File: src/hw/rtl/mmms_pkg.sv
// ----------------------------------------------------------------------------
// mmms_pkg
// Shared sizes, types and helpers of the min/max/mode core.
// ----------------------------------------------------------------------------
package mmms_pkg;

	// Number of values one set can hold
	localparam int CAPACITY = 16;
	// Store address width
	localparam int IDX_W    = (CAPACITY > 1) ? $clog2(CAPACITY) : 1;
	// Width of a count that can reach CAPACITY
	localparam int CNT_W    = $clog2(CAPACITY + 1);
	localparam int VAL_W    = 32;
	localparam int OCC_W    = 5;
	localparam int OCC_MAX  = 31;

	// Write port of the value store
	typedef struct packed {
		logic             en;
		logic [IDX_W-1:0] addr;
		logic [VAL_W-1:0] data;
	} mmms_wr_t;

	// Clamp an occurrence count to the result field
	function automatic logic [OCC_W-1:0] sat_count(input logic [CNT_W-1:0] c);
		logic [CNT_W+OCC_W-1:0] w;
		w = (CNT_W+OCC_W)'(c);
		if (w > (CNT_W+OCC_W)'(OCC_MAX)) begin
			return OCC_W'(OCC_MAX);
		end else begin
			return w[OCC_W-1:0];
		end
	endfunction

endpackage

File: src/hw/rtl/mmms_store.sv
// ----------------------------------------------------------------------------
// mmms_store
// Value store: one write port, one read port, registered read data.
// ----------------------------------------------------------------------------
module mmms_store (
	input  logic                          clk,
	input  mmms_pkg::mmms_wr_t            wr,
	input  logic [mmms_pkg::IDX_W-1:0]    rd_addr,
	output logic [mmms_pkg::VAL_W-1:0]    rd_data_s1
);

	logic [mmms_pkg::VAL_W-1:0] mem [mmms_pkg::CAPACITY];

	// Write and synchronous read
	always_ff @(posedge clk) begin
		if (wr.en) begin
			mem[wr.addr] <= wr.data;
		end
		rd_data_s1 <= mem[rd_addr];
	end

endmodule

File: src/hw/rtl/min_max_mode_of_set_core.sv
// ----------------------------------------------------------------------------
// min_max_mode_of_set_core
// Smallest, greatest and most frequent value of a set of signed words.
// ----------------------------------------------------------------------------
// A set arrives one word per cycle on the input channel while in_stall is
// low, the last word flagged by final_item; up to CAPACITY words are kept in
// a store with one write and one read port, later ones only raise dropped.
// Smallest and greatest are tracked as words load. After the final word the
// core stalls its input and, for each stored word i, reads word i and then
// sweeps the store once to count its copies, one word at a time through the
// one read port of the store, before the result word enters the output
// register. The mode is the word with the highest count, a tie going to the
// larger word. The result word waits in the output register while the next
// set loads.
module min_max_mode_of_set_core (
	input  logic               clk,
	input  logic               arst_n,
	input  logic               in_valid,
	output logic               in_stall,
	input  logic signed [31:0] sample,
	input  logic               final_item,
	output logic               out_valid,
	input  logic               out_stall,
	output logic signed [31:0] smallest,
	output logic signed [31:0] greatest,
	output logic signed [31:0] mode_value,
	output logic [4:0]         mode_count,
	output logic               dropped
);

	localparam int IDX_W = mmms_pkg::IDX_W;
	localparam int CNT_W = mmms_pkg::CNT_W;

	typedef enum logic [5:0] {
		ST_IDLE   = 6'b000001,
		ST_FETCH  = 6'b000010,
		ST_HOLD   = 6'b000100,
		ST_SCAN   = 6'b001000,
		ST_DRAIN  = 6'b010000,
		ST_FINISH = 6'b100000
	} state_t;

	state_t                   state_q;
	logic [CNT_W-1:0]         fill_q;
	logic                     overflow_q;
	logic [IDX_W-1:0]         i_q;
	logic [IDX_W-1:0]         k_q;
	logic [CNT_W-1:0]         cnt_q;
	logic [CNT_W-1:0]         cnt_nxt;
	logic [CNT_W-1:0]         mode_c_q;
	logic signed [31:0]       mode_v_q;
	logic signed [31:0]       lo_q;
	logic signed [31:0]       hi_q;
	logic signed [31:0]       vi_q;
	logic                     rd_vld_s1;
	logic [31:0]              rd_data_s1;
	logic [IDX_W-1:0]         rd_addr;
	mmms_pkg::mmms_wr_t       wr;
	logic                     in_acc;
	logic                     has_room;
	logic                     k_last;
	logic                     i_last;
	logic                     out_free;
	logic                     match;

	assign in_acc   = in_valid && !in_stall;
	assign in_stall = (state_q != ST_IDLE);
	assign has_room = (fill_q < CNT_W'(mmms_pkg::CAPACITY));
	assign k_last   = ((CNT_W'(k_q) + CNT_W'(1)) == fill_q);
	assign i_last   = ((CNT_W'(i_q) + CNT_W'(1)) == fill_q);
	assign out_free = !out_valid || !out_stall;
	assign match    = rd_vld_s1 && (rd_data_s1 == vi_q);
	assign cnt_nxt  = cnt_q + CNT_W'(match);

	// Store access: writes only while loading; read address is i_q in FETCH, else k_q
	assign wr.en   = in_acc && has_room;
	assign wr.addr = fill_q[IDX_W-1:0];
	assign wr.data = sample;
	assign rd_addr = (state_q == ST_FETCH) ? i_q : k_q;

	mmms_store u_store (
		.clk        (clk),
		.wr         (wr),
		.rd_addr    (rd_addr),
		.rd_data_s1 (rd_data_s1)
	);

	// Sequencer and counters
	always_ff @(posedge clk or negedge arst_n) begin
		if (!arst_n) begin
			state_q    <= ST_IDLE;
			fill_q     <= '0;
			overflow_q <= 1'b0;
			i_q        <= '0;
			k_q        <= '0;
			cnt_q      <= '0;
			mode_c_q   <= '0;
			rd_vld_s1  <= 1'b0;
			out_valid  <= 1'b0;
		end else begin
			rd_vld_s1 <= 1'b0;
			cnt_q     <= cnt_nxt;
			if (out_valid && !out_stall) begin
				out_valid <= 1'b0;
			end
			unique case (state_q)
				ST_IDLE: begin
					if (in_acc) begin
						if (has_room) begin
							fill_q <= fill_q + CNT_W'(1);
						end else begin
							overflow_q <= 1'b1;
						end
						if (final_item) begin
							i_q     <= '0;
							state_q <= ST_FETCH;
						end
					end
				end
				ST_FETCH: begin
					cnt_q   <= '0;
					state_q <= ST_HOLD;
				end
				ST_HOLD: begin
					k_q     <= '0;
					state_q <= ST_SCAN;
				end
				ST_SCAN: begin
					rd_vld_s1 <= 1'b1;
					k_q       <= k_q + IDX_W'(1);
					if (k_last) begin
						state_q <= ST_DRAIN;
					end
				end
				ST_DRAIN: begin
					// last compare lands here; fold the count into the mode
					if ((cnt_nxt > mode_c_q) || ((cnt_nxt == mode_c_q) && (vi_q > mode_v_q))) begin
						mode_c_q <= cnt_nxt;
					end
					cnt_q <= '0;
					i_q   <= i_q + IDX_W'(1);
					if (i_last) begin
						state_q <= ST_FINISH;
					end else begin
						state_q <= ST_FETCH;
					end
				end
				ST_FINISH: begin
					if (out_free) begin
						out_valid  <= 1'b1;
						fill_q     <= '0;
						overflow_q <= 1'b0;
						mode_c_q   <= '0;
						state_q    <= ST_IDLE;
					end
				end
				default: begin
					state_q <= ST_IDLE;
				end
			endcase
		end
	end

	// Datapath registers
	always_ff @(posedge clk) begin
		// running extremes over stored words
		if (wr.en) begin
			if (fill_q == '0) begin
				lo_q <= sample;
				hi_q <= sample;
			end else begin
				if (sample < lo_q) begin
					lo_q <= sample;
				end
				if (sample > hi_q) begin
					hi_q <= sample;
				end
			end
		end
		// candidate word under count
		if (state_q == ST_HOLD) begin
			vi_q <= rd_data_s1;
		end
		if ((state_q == ST_DRAIN) &&
		    ((cnt_nxt > mode_c_q) || ((cnt_nxt == mode_c_q) && (vi_q > mode_v_q)))) begin
			mode_v_q <= vi_q;
		end
		// result word
		if ((state_q == ST_FINISH) && out_free) begin
			smallest   <= lo_q;
			greatest   <= hi_q;
			mode_value <= mode_v_q;
			mode_count <= mmms_pkg::sat_count(mode_c_q);
			dropped    <= overflow_q;
		end
	end

endmodule

File: config.mk
export PLATFORM = sky130hd
export DESIGN_NAME = min_max_mode_of_set_core
export DESIGN_NICKNAME = d
export VERILOG_FILES = /design/src/hw/rtl/mmms_pkg.sv /design/src/hw/rtl/mmms_store.sv /design/src/hw/rtl/min_max_mode_of_set_core.sv
export SDC_FILE = /design/constraint.sdc
export NUM_CORES = 1
export LEC_CHECK = 0
export BUFFER_PORTS_ARGS = -buffer_cell sky130_fd_sc_hd__buf_2
export CAP_MARGIN = 20
export CORE_MARGIN = 8
export CORE_UTILIZATION = 38
export CTS_CLUSTER_SIZE = 10
export DETAILED_ROUTE_END_ITERATION = 12
export RECOVER_POWER = 25
export SLEW_MARGIN = 20
export SYNTH_ARGS = -nofsm -noshare
export SYNTH_HDL_FRONTEND = slang
export SYNTH_SLANG_ARGS = --single-unit
File: constraint.sdc
create_clock -name clk -period 7.5 [get_ports clk]
set_input_delay 0.375 -clock clk [delete_from_list [all_inputs] [get_ports clk]]
set_output_delay 0.375 -clock clk [all_outputs]
set_load 0.02 [all_outputs]
== Word-level counts from Yosys, hierarchy flattened ==
Memory sizes are Yosys's and may differ from the RTL's. A register that Yosys moved wholly into a read port is not among the register bits.
Index checks and enable logic that the tools add are counted.

* Input port bits: 37
* Bits in writable memories: 512
* Bits in registers: 262
* Memories: 1

* Add/sub/neg operators: 6
* Multiplexer cells: 32
* Eq/ne operators: 18
* Magnitude comparators: 5
* Reduce and logical (&&, ||, !) cells: 27

{| class="wikitable"
|+ Memories
! name !! words !! width !! rd ports !! clocked after Yosys merged registers in !! write ports !! line !! RTL
|-
| u_store.mem || 16 || 32 || 1 || 1 || 1 || mmms_store.sv:12 || <nowiki>logic [mmms_pkg::VAL_W-1:0] mem [mmms_pkg::CAPACITY];</nowiki>
|}

{| class="wikitable"
|+ Operator list
! kind !! number
|-
| $mux 32 || 4
|-
| $gt 32x32->1 || 2
|-
| $pmux 6 s6 || 1
|-
| $eq 32x32->1 || 1
|-
| $lt 32x32->1 || 1
|-
| $mux 6 || 5
|-
| $mux 5 || 5
|-
| $pmux 5 s2 || 2
|-
| $pmux 4 s2 || 2
|-
| $eq 5x5->1 || 3
|-
| $ne 2x2->1 const B || 7
|-
| $mux 4 || 3
|-
| $reduce_and 4->1 || 3
|-
| $reduce_bool 2->1 || 6
|-
| $add 4x1->5 const B || 2
|-
| $mux 1 || 9
|-
| $add 4x1->4 const B || 2
|-
| $logic_and 1x1->1 || 7
|-
| $eq 6x1->1 const B || 1
|-
| $eq 6x2->1 const B || 1
|-
| $eq 6x3->1 const B || 1
|-
| $eq 6x4->1 const B || 1
|-
| $eq 6x5->1 const B || 1
|-
| $eq 6x6->1 const B || 1
|-
| other kinds (12) || 17
|}

== Depth between registers and ports, before layout ==
Gate-level depths: netlist of run 1.

* Depth in word-level cells: 8
* Mapped depth: 18
* Gate-level depth less buffers: 18

== By module ==
From an unflattened synthesis of run 1, not the netlist that was laid out.

* Cell total of the unflattened synthesis: 1657
* Area, all modules: 31391.4 µm²

{| class="wikitable"
|+ By module, submodules not included
! module !! cells each !! times used !! area each (µm²)
|-
| mmms_store || 838 || 1 || 19835.3
|-
| min_max_mode_of_set_core || 819 || 1 || 11556.1
|}

== Least setup slack after synthesis of run 1 ==
OpenSTA, ideal clock, no wires.

* Path kind: reg-to-reg
* Start: register state_q[5]
* End: register lo_q[0] (enable)
* Path buffers: 1
* Arrival: 4.139 ns
* Data required time: 7.020 ns
* Cell stages (with the launch flop): 6
* Slack: 2.881 ns
* Period minus slack after synthesis: 4.619 ns
* Cell sequence: dfrtp_1 nor4_2 nand3b_1 or3_1 clkbuf_1 a311oi_1

* Word-level cells in the longest chain between the ends: 5

{| class="wikitable"
|+ Ends and longest elaborated chain
! what !! line !! RTL
|-
| start, declared || min_max_mode_of_set_core.sv:43 || <nowiki>state_t state_q;</nowiki>
|-
| start signal, assigned || min_max_mode_of_set_core.sv:91 || <nowiki>state_q <= ST_IDLE;</nowiki>
|-
| start signal, assigned || min_max_mode_of_set_core.sv:116 || <nowiki>state_q <= ST_FETCH;</nowiki>
|-
| start signal, assigned || min_max_mode_of_set_core.sv:122 || <nowiki>state_q <= ST_HOLD;</nowiki>
|-
| $ne 6x1->1 || min_max_mode_of_set_core.sv:67 || <nowiki>assign in_stall = (state_q != ST_IDLE);</nowiki>
|-
| net in_stall || min_max_mode_of_set_core.sv:19 || <nowiki>output logic in_stall,</nowiki>
|-
| $logic_not 1->1 || min_max_mode_of_set_core.sv:66 || <nowiki>assign in_acc = in_valid && !in_stall;</nowiki>
|-
| $logic_and 1x1->1 || min_max_mode_of_set_core.sv:66 ||
|-
| $logic_and 1x1->1 || min_max_mode_of_set_core.sv:76 || <nowiki>assign wr.en = in_acc && has_room;</nowiki>
|-
| $reduce_and 2->1 (no source line) || - ||
|-
| end signal, assigned || min_max_mode_of_set_core.sv:169 || <nowiki>lo_q <= sample;</nowiki>
|-
| end signal, assigned || min_max_mode_of_set_core.sv:173 || <nowiki>lo_q <= sample;</nowiki>
|-
| end, declared || min_max_mode_of_set_core.sv:52 || <nowiki>logic signed [31:0] lo_q;</nowiki>
|}

The timed path passes the listed nets, and every way through them passes these cells.
A chain may end at the register's enable or synchronous reset.

== Worst setup path after layout of run 1 ==
* Start: register vi_q[27]
* End: register mode_v_q[0] (enable)

* Word-level cells in the longest chain between the ends: 7
* Elaborated cells between the ends (all ways): 9
* Classes of those cells: 1 x add/sub; 2 x order compare; 2 x eq/ne; 4 x reduce/logical

{| class="wikitable"
|+ Ends and longest elaborated chain
! what !! line !! RTL
|-
| start, declared || min_max_mode_of_set_core.sv:54 || <nowiki>logic signed [31:0] vi_q;</nowiki>
|-
| start signal, assigned || min_max_mode_of_set_core.sv:182 || <nowiki>vi_q <= rd_data_s1;</nowiki>
|-
| parallel branches: the longest is 5 deep, another holds $add 5x1->5 || - ||
|-
| $logic_or 1x1->1 * || min_max_mode_of_set_core.sv:185 || <nowiki>((cnt_nxt > mode_c_q) || ((cnt_nxt == mode_c_q) && (vi_q > mode_v_q)))) begin</nowiki>
|-
| $logic_and 1x1->1 * || min_max_mode_of_set_core.sv:184 || <nowiki>if ((state_q == ST_DRAIN) &&</nowiki>
|-
| end signal, assigned || min_max_mode_of_set_core.sv:186 || <nowiki>mode_v_q <= vi_q;</nowiki>
|-
| end, declared || min_max_mode_of_set_core.sv:51 || <nowiki>logic signed [31:0] mode_v_q;</nowiki>
|}

Every way passes the cells marked *.

==> qor.yml, run 1 <==
die_h_um: 305
path_clk_slew_ps: 60
syn-cell-area_um2: 31800
grt_max_degree: 68
ys_async_sr_fraction_pct: 3.97
die_w_um: 305
cts_hold_buf: 2
dp_hpwl_um: 44000
drv_cap: 0
yosys_warnings: 0
crit_path_max_incr_delay_ps: 710
status: "finished clean"
fin_crit_sh_pct: 65.4
crit_path_start: "vi_q[27]"
htree_num_levels: 3
wirelength_um: 74300
final_util_pct: 43.9
placedCellCount: 2907
cp_slowest_cell: "nor4_1"
rows: 106
avgSynthCellArea_um2: 18.6
critPathMaxFanout: 27
postCtsSetupRepairBufs: 0
syn-num-nets: 1855
drt_iter0_markers: 1277
r2r-start: "vi_q[27]"
ctsRootBufferMaster: "clkbuf_16"
final_common_cell: "edfxtp_1"
slew_viol_final: 0
grt_antenna_before_repair: 10
stdcell_count: 3060
hold_ws_ps: 46.5
period_needed_ps: 4900
syn_inst: 1710
hold_class: "in -> reg"
dieArea_um2: 93300
rrSetupSlack_ps: 2600
drive_gt1_share_pct: 20.3
port_buffers: 140
largest-register: "u_store.mem"
fmax_ghz: 0.204
critPathArrivalTime_ps: 5220
critPathCapture: "mode_v_q[0]"
r2r_end: "mode_v_q[0]"
io_pins: 141
ys.flop_type: "edfxtp_1"
crit_path_end_kind: "flop"
yosysUniqueCellTypes: 62
rsz0062_at_grt: "no"
fin_skew_ps: 24.7
slew-limit-headroom_pct: 25.5
finalNetCount: 2070
overflow: 0
path_class: "reg -> reg"
path_common_cell: "ha_1"
post_cts_resized: 0
core_area_um2: 83300
leakage_uw: 0.0129
first_pass_iters: 5
hold_violations: 0
wl_per_cell_um: 24.3
routed_via_density: 5.28
start_util_pct: 38.2
grt_pass1_vias: 17100
cts_tree: "built"
syn_to_final_growth_pct: 14.7
power_density_nw_per_um2: 291
setup_tns_ps: 0
largest_reg_flops: 512
grt_pass1_wl_um: 110000
clock-sinks: 806
tightest_slew_ps: 1120
cp.required_ps: 7820
antenna_cells: 0
ant_nets: 0
finalSetupViolations: 0
ir_worst_vdd_v: 0.000164
insertion_delay_ps: 640
drc: 0
vias: 16200
synth_enable_flop_cells: 742
power_uw: 10600
numCtsBuffers: 93
layout_common_cells: "edfxtp_1 (742), mux4_2 (128), buf_2 (116)"
critPathLaunchType: "flop"
reg2reg_depth: 16
clockBufferDepth: 3
yosysSeqAreaShare_pct: 74.5
ys_ff_latch: 806
crit_chain: "xor2_1 -> nor4_1 -> nand4_1 -> nor4_1 -> ha_1 -> ha_1 -> nand3_1 -> xor2_1 -> inv_1 -> ha_1 -> and4_1 -> a21oi_1 -> a21oi_1 -> or3b_2 -> nand3_2 -> buf_12"
globalplace.congestion: 0.826
track_usage_pct: 15.7
-- area by class of cell --
type	count	area, um^2
clock buffer	140	2550
timing repair buffer	174	981
sequential	806	23700
tap	1080	1350
inverter	113	427
clock inverter	10	119
fill	7203	46700
multi-input combinational	737	7380
-- cells by family after synthesis --
group | synth area share (%)
AOI/OAI and AO/OA | 3.64
and+or+nand+nor | 4.28
buffers and inverters | 2.57
adders and majority gates | 4.24
DFF | 74.5
muxes | 9.48
xor gates and xnor gates | 1.29
-- where the power goes --
part / internal, uW / switching (uW) / total (uW)
combinational: 562 / 729 / 1290
sequential: 5160 / 129 / 5290
clock: 2340 / 1700 / 4030
total: 8060 / 2550 / 10600
-- worst min-delay path by stage --
stage                     slack, ps                    from           end  depth (start not counted)
after global placement          430  u_store.rd_data_s1[22]      vi_q[22]                          0
after CTS                        10                in_valid    state_q[0]                          3
after global routing             40                in_valid    state_q[0]                          3
after detailed placement        430                lo_q[14]  smallest[14]                          0
final                            50              final_item    state_q[0]                          3
after floorplan                  80                  arst_n      cnt_q[0]                          0
-- metal layers --
layer / vias up / share of wire, % / track usage (%)
li1: 7159 / - / -
met1: 8368 / 42 / 20.5
met2: 500 / 48 / 25.8
met3: 130 / 6.8 / 3.70
met4: 4 / 3.0 / 5.59
met5: - / 0.046 / 0
-- worst max-delay path, delay by kind of cell, from the launching register on --
kind | cells | cell delay, ps
AND/OR/NAND/NOR | 7 | 2400
adder cells (fa/ha/maj) | 3 | 740
flip-flops | 1 | 420
XOR/XNOR | 2 | 410
buffers and inverters | 2 | 320
AO/OA/AOI/OAI | 2 | 270
-- per-stage QoR --
stage	cell area [um^2]	setup WS (ps)
after global routing	36500	2440
final	36500	2600
after global placement	33900	2100
after floorplan	31800	2880
after CTS	36600	2020
after detailed placement	33900	2010
-- synthesized netlist by cell type (all sizes together) (5+ instances only) --
library cell	instances	area share (%)
mux2i	9	0.32
edfxtp	742	70
clkbuf	20	0.24
inv	113	1.3
a21o	12	0.28
dfrtp	31	2.4
nand2b	5	0.098
a21oi	35	0.55
a211oi	35	0.83
a31oi	36	0.71
nor4	7	0.16
dfxtp	32	2.0
mux4	128	9.1
nor2	26	0.31
nand3b	6	0.14
and2	47	0.92
nand4	25	0.49
xnor2	34	0.94
nand3	22	0.36
nand2	98	1.2
nor3	6	0.094
ha	108	4.2
o21ai	24	0.38
buf	34	1.0
xor2	13	0.36
nor3b	5	0.12
Note: power is estimated with default switching activity, not from simulation.
==> inputs of run 2 (changes only) <==
Settings changed: ABC_AREA set to 1.
Clock period 7.5 ns to 5.05 ns, I/O delays scaled along.
==> run 2 against run 1 <==
- flip-flop and latch count stayed put
- first-iteration DRC count grew 48%
- worst setup slack got worse by 2000 ps
- cell count increased by 21%
- final area increased by 1.1%
- total power increased by 53%
- clock power grew 47%
- die area increased by 1.0%
- count of clock-buffer cells in the layout fell by 12
- critical path depth increased by 1
- synthesized cell count is 38% higher
- clock skew down 5.5 ps
- largest cell class unchanged
- largest power group unchanged
==> qor.yml, run 2 <==
status: "finished clean"  # unchanged
largest_reg_flops: 512  # unchanged
nFillCells: 7488  # was 7203
crit_path_start: "vi_q[28]"  # was vi_q[27]
dieArea_um2: 94300  # was 93300 um^2
clock-sinks: 806  # unchanged
ys_async_sr_fraction_pct: 3.97  # unchanged
routed_via_density: 5.32  # was 5.28
grt_max_degree: 133  # was 68
leakage_uw: 0.0131  # was 0.0129 uW
setup_tns_ps: 0  # unchanged
period_needed_ps: 4420  # was 4900 ps
ys_ff_latch: 806  # unchanged
path_class: "reg -> reg"  # unchanged
drive_gt1_share_pct: 12.1  # was 20.3%
io_pins: 141  # unchanged
syn-cell-area_um2: 32200  # was 31800 um^2
start_util_pct: 38.4  # was 38.2%
fin_skew_ps: 19.2  # was 24.7 ps
insertion_delay_ps: 640  # about the same
track_usage_pct: 17.0  # was 15.7%
die_h_um: 307  # was 305 um
fin_area_um2: 36900  # was 36500 um^2
numCtsBuffers: 92  # was 93
largest-register: "u_store.mem"  # unchanged
critPathMaxFanout: 32  # was 27
yosysTopAreaCell: "edfxtp_1"  # unchanged
hold_violations: 0  # unchanged
critPathLaunchType: "flop"  # unchanged
ir_worst_vdd_v: 0.000280  # was 0.000164 V
avgSynthCellArea_um2: 13.6  # was 18.6 um^2
tightest_slew_ps: 1090  # was 1120 ps
fin_crit_sh_pct: 87.6  # was 65.4%
slew_viol_final: 0  # unchanged
synth_most_common_cell: "edfxtp_1"  # unchanged
grt_antenna_before_repair: 6  # was 10
syn-num-nets: 2505  # was 1855
yosysSeqAreaShare_pct: 73.7  # was 74.5%
fmax_ghz: 0.226  # was 0.204 GHz
port_buffers: 140  # unchanged
core_area_um2: 83800  # was 83300 um^2
layout_common_cells: "edfxtp_1 (742), nor2_1 (300), o21ai_0 (201)"  # was edfxtp_1 (742), mux4_2 (128), buf_2 (116)
overflow: 0  # unchanged
syn_inst: 2360  # was 1710
synthTopCellsByArea: "edfxtp_1 (69%), ha_1 (4.2%), nor2_1 (3.7%), o221ai_1 (3.5%), o21ai_0 (3.1%)"  # was edfxtp_1 (70%), mux4_2 (9.1%), ha_1 (4.2%), dfrtp_1 (2.4%), dfxtp_1 (2.0%)
synth_enable_flop_cells: 742  # unchanged
ant_nets: 0  # unchanged
r2r-start: "vi_q[28]"  # was vi_q[27]
die_w_um: 307  # was 305 um
vias: 19700  # was 16200
rows: 106  # unchanged
first_pass_iters: 6  # was 5
crit_path_end_kind: "flop"  # unchanged
power_density_nw_per_um2: 438  # was 291 nW/um^2
synth_top_cell_area_share_pct: 69.2  # was 70.0%
cp.required_ps: 5360  # was 7820 ps
slew-limit-headroom_pct: 27.5  # was 25.5%
syn_to_final_growth_pct: 14.7  # about the same
finalSetupViolations: 0  # unchanged
path_clk_slew_ps: 50  # was 60 ps
synthTopCellsByCount: "edfxtp_1 (742), nor2_1 (317), o21ai_0 (202), inv_1 (170), nand2_1 (169)"  # was edfxtp_1 (742), mux4_2 (128), inv_1 (113), ha_1 (108), nand2_1 (98)
clockBufferDepth: 3  # unchanged
rsz0062_at_grt: "no"  # unchanged
critPathArrivalTime_ps: 4730  # was 5220 ps
finalNetCount: 2674  # was 2070
placed_area_um2: 34300  # was 33900 um^2
final_common_cell: "edfxtp_1"  # unchanged
dp_hpwl_um: 46900  # was 44000 um
yosysUniqueCellTypes: 46  # was 62
drc: 0  # unchanged
wl_per_cell_um: 22.1  # was 24.3 um
ys.flop_type: "edfxtp_1"  # unchanged
wirelength_um: 82000  # was 74300 um
hold_class: "in -> reg"  # unchanged
drt_iter0_markers: 1893  # was 1277
cts_tree: "built"  # unchanged
min_from: "in_valid"  # was final_item
ctsRootBufferMaster: "clkbuf_16"  # unchanged
globalplace.congestion: 0.809  # was 0.826
drv_cap: 0  # unchanged
yosys_warnings: 0  # unchanged
grt_pass1_vias: 19500  # was 17100
htree_num_levels: 3  # unchanged
grt_pass1_wl_um: 122000  # was 110000 um
-- run 2: cell type report --
cell class              instances  area [um^2]  share of cell area [%]
diodes                          2         5.00                  0.0135
clock inverters                 8         97.6                   0.264
inverters                     185          701                    1.90
well taps                    1134         1420                    3.84
multi-input cells            1264         7440                    20.2
repair buffers                180         1050                    2.84
flip-flops and latches        806        23700                    64.2
clock buffers                 128         2500                    6.77
-- run 2: per-layer routing --
metal  up-vias  part of all wire, %  global-route usage, %
met5         -                    0                      0
met4         0                  2.3                   4.35
met3       129                  7.0                   2.96
met2       756                   47                   27.6
met1      9817                   44                   23.6
li1       9015                    -                      -
-- run 2: where the power goes --
group          total (uW)  switching, uW  internal, uW  leakage (uW)
clock network        5920           2470          3450       0.00126
logic                2290           1680           609       0.00446
registers            7990            210          7780       0.00737
-- run 2: cell families (layout without fill, tap and decap cells) --
| family | count (synthesis) | after routing | synth area share, % |
|---|---|---|---|
| fa+ha+maj | 108 | 108 | 4.20 |
| simple gates | 635 | 635 | 8.25 |
| xor+xnor | 21 | 21 | 0.571 |
| buf+inv | 290 | 501 | 3.75 |
| compound gates | 500 | 500 | 9.54 |
| other cells | 0 | 2 | 0 |
| flops | 806 | 806 | 73.7 |
-- run 2: through the flow --
stage / setup WS, ps / total power [uW] / utilization (%) / std cells / hold slack, ps
finish: 627 / 16200 / 44.1 / 3707 / 68.5
global route: 370 / 16800 / 44.1 / 3705 / 72.7
CTS: 596 / 16300 / 44.1 / 3705 / 3.51
detailed placement: 617 / 10400 / 41.0 / 3566 / 392
global placement: 660 / 10300 / 41.0 / 3566 / 386
floorplan: 621 / 9540 / - / 2360 / -43.1
-- run 2: path summary, 6_finish.rpt --
kind                                     to  slack (ps)  cells after the start
min in group asynchronous        state_q[5]         260                      2
worst max register to register  mode_v_q[6]         630                     17
worst min-delay path             state_q[0]          70                      4
max in group asynchronous         rd_vld_s1        4280                      2
worst max-delay path            mode_v_q[6]         630                     17
worst min register to register     vi_q[18]         430                      0
-- run 2: critical path: stages (launching register included) --
cell and delay [ps]:
edfxtp_1 420, or2_2 300, a221oi_1 480, nand3_1 150
nor4_1 430, ha_1 260, ha_1 190, nand3_1 90
xor2_1 170, inv_1 100, ha_1 300, nand2_1 80
nor2_1 140, nand2_1 90, a41oi_2 320, nand2_1 200
inv_1 140, buf_12 230
-- run 2: repair_timing --
action,in CTS,in global routing
hold buffers,3,0
resized for setup,0,0
setup buffers,0,0
endpoints found under the hold margin,33,0
==> inputs of run 3 (changes only) <==
Settings changed: ABC_AREA 1 to not set, BUFFER_PORTS_ARGS -buffer_cell sky130_fd_sc_hd__buf_2 to not set, DONT_BUFFER_PORTS set to 1.
==> run 3 against run 2 <==
- the flow now finishes with violations (capacitance limit, slew limit)
- die area shrank 1.0%
- flip-flop and latch count is the same
- largest power group unchanged
- critical path type unchanged
- register-to-register slack lost 210 ps
==> qor.yml, run 3 (synthesized netlist as in run 1, its figures left out) <==
io_pins: 141  # unchanged
path_class: "reg -> reg"  # unchanged
hold_class: "in -> reg"  # unchanged
dieArea_um2: 93300  # was 94300 um^2
fin_crit_sh_pct: 91.7  # was 87.6%
track_usage_pct: 16.3  # was 17.0%
cp.required_ps: 5370  # was 5360 ps
grt_pass1_wl_um: 113000  # was 122000 um
power_uw: 15700  # was 16200 uW
violations: "capacitance limit, slew limit"
r2r-start: "vi_q[9]"  # was vi_q[28]
finalNetCount: 1980  # was 2674
wl_per_cell_um: 25.9  # was 22.1 um
syn_to_final_growth_pct: 14.0  # was 14.7%
slew_viol_final: 33  # was 0
status: "finished with violations"  # was finished clean
rsz0062_at_grt: "no"  # unchanged
hold_violations: 0  # unchanged
grt_pass1_vias: 16600  # was 19500
insertion_delay_ps: 650  # was 640 ps
wirelength_um: 76600  # was 82000 um
largest_reg_flops: 512  # unchanged
ir_worst_vdd_v: 0.000240  # was 0.000280 V
grt_antenna_before_repair: 11  # was 6
drv_cap: 1  # was 0
grt_max_degree: 77  # was 133
core_area_um2: 83300  # was 83800 um^2
fin_skew_ps: 22.7  # was 19.2 ps
port_buffers: 0  # was 140
finalSetupViolations: 0  # unchanged
numCtsBuffers: 93  # was 92
fmax_ghz: 0.216  # was 0.226 GHz
period_needed_ps: 4630  # was 4420 ps
min_from: "out_stall"  # was in_valid
layout_common_cells: "edfxtp_1 (742), mux4_2 (128), inv_1 (112)"  # was edfxtp_1 (742), nor2_1 (300), o21ai_0 (201)
die_h_um: 305  # was 307 um
power_density_nw_per_um2: 432  # was 438 nW/um^2
die_w_um: 305  # was 307 um
stdcell_count: 2957  # was 3707
first_pass_iters: 5  # was 6
rows: 106  # unchanged
postCtsSetupRepairBufs: 0  # unchanged
slew-limit-headroom_pct: -14.8  # was 27.5%
critPathLaunchType: "flop"  # unchanged
hold_ws_ps: 359  # was 68.5 ps
final_common_cell: "edfxtp_1"  # unchanged
multi_input_area_um2: 7380  # was 7440 um^2
routed_via_density: 5.35  # was 5.32
nFillCells: 7141  # was 7488
ctsRootBufferMaster: "clkbuf_16"  # unchanged
final_util_pct: 43.6  # was 44.1%
cts_tree: "built"  # unchanged
clockBufferDepth: 3  # unchanged
path_clk_slew_ps: 50  # about the same
drc: 0  # unchanged
start_util_pct: 38.2  # was 38.4%
placedCellCount: 2782  # was 3566
ant_nets: 0  # unchanged
clock-sinks: 806  # unchanged
final-seq-area_um2: 23700  # unchanged
globalplace.congestion: 0.784  # was 0.809
critPathMaxFanout: 28  # was 32
htree_num_levels: 3  # unchanged
tightest_slew_ps: 1720  # was 1090 ps
critPathArrivalTime_ps: 4960  # was 4730 ps
dp_hpwl_um: 44100  # was 46900 um
overflow: 0  # unchanged
crit_path_end_kind: "flop"  # unchanged
leakage_uw: 0.0126  # was 0.0131 uW
drt_iter0_markers: 1074  # was 1893
largest-register: "u_store.mem"  # unchanged
crit_path_start: "vi_q[9]"  # was vi_q[28]
drive_gt1_share_pct: 16.0  # was 12.1%
setup_tns_ps: 0  # unchanged
vias: 15800  # was 19700
-- run 3: final timing paths --
kind | end | slack, ps | cells past startpoint
worst max-delay path | mode_v_q[26] | 420 | 17
worst min-delay path | out_valid | 360 | 3
min in group asynchronous | i_q[2] | 640 | 2
worst min register to register | greatest[1] | 450 | 0
worst max register to register | mode_v_q[26] | 420 | 17
max in group asynchronous | k_q[2] | 3410 | 2
-- run 3: stage by stage --
stage                     setup slack [ps]  cell area [um^2]
after floorplan                        431             31800
after global placement                 410             33300
after detailed placement               329             33300
after CTS                              307             36300
after global routing                  76.4             36300
final                                  418             36300
-- run 3: critical path: stages, from the launching register on --
cell and delay, ps:
edfxtp_1 430, xnor2_1 260, nand4_1 160, nor4_1 310, nand4_1 160, nor4_1 450
ha_1 270, ha_1 190, nand3_1 90, xor2_1 220, inv_1 70, ha_1 280
and4_1 220, a21oi_1 80, a21oi_1 230, or3b_2 480, nand3_2 170, buf_12 230
-- run 3: power breakdown --
group	internal [uW]	switching [uW]	leakage [uW]
combinational	878	1080	0.00394
sequential	7670	197	0.00739
clock	3390	2490	0.00126
-- run 3: routing by layer --
layer,part of all wire (%),track usage [%]
met1,43,21.8
met2,48,26.5
met3,7.4,4.36
met4,1.7,3.90
met5,0,0
-- run 3: timing repair --
| action | CTS | global route |
|---|---|---|
| hold buffers | 38 | 0 |
| resized for setup | 0 | 0 |
| endpoints found under the hold margin | 618 | 0 |
-- run 3: final cells by class --
class	count	area share, %
antenna	4	0.0276
clock buffer	120	6.78
clock inverter	13	0.365
multi-input combinational	737	20.3
timing repair buffer	84	2.26
inverter	113	1.18
sequential	806	65.3
tap	1080	3.72
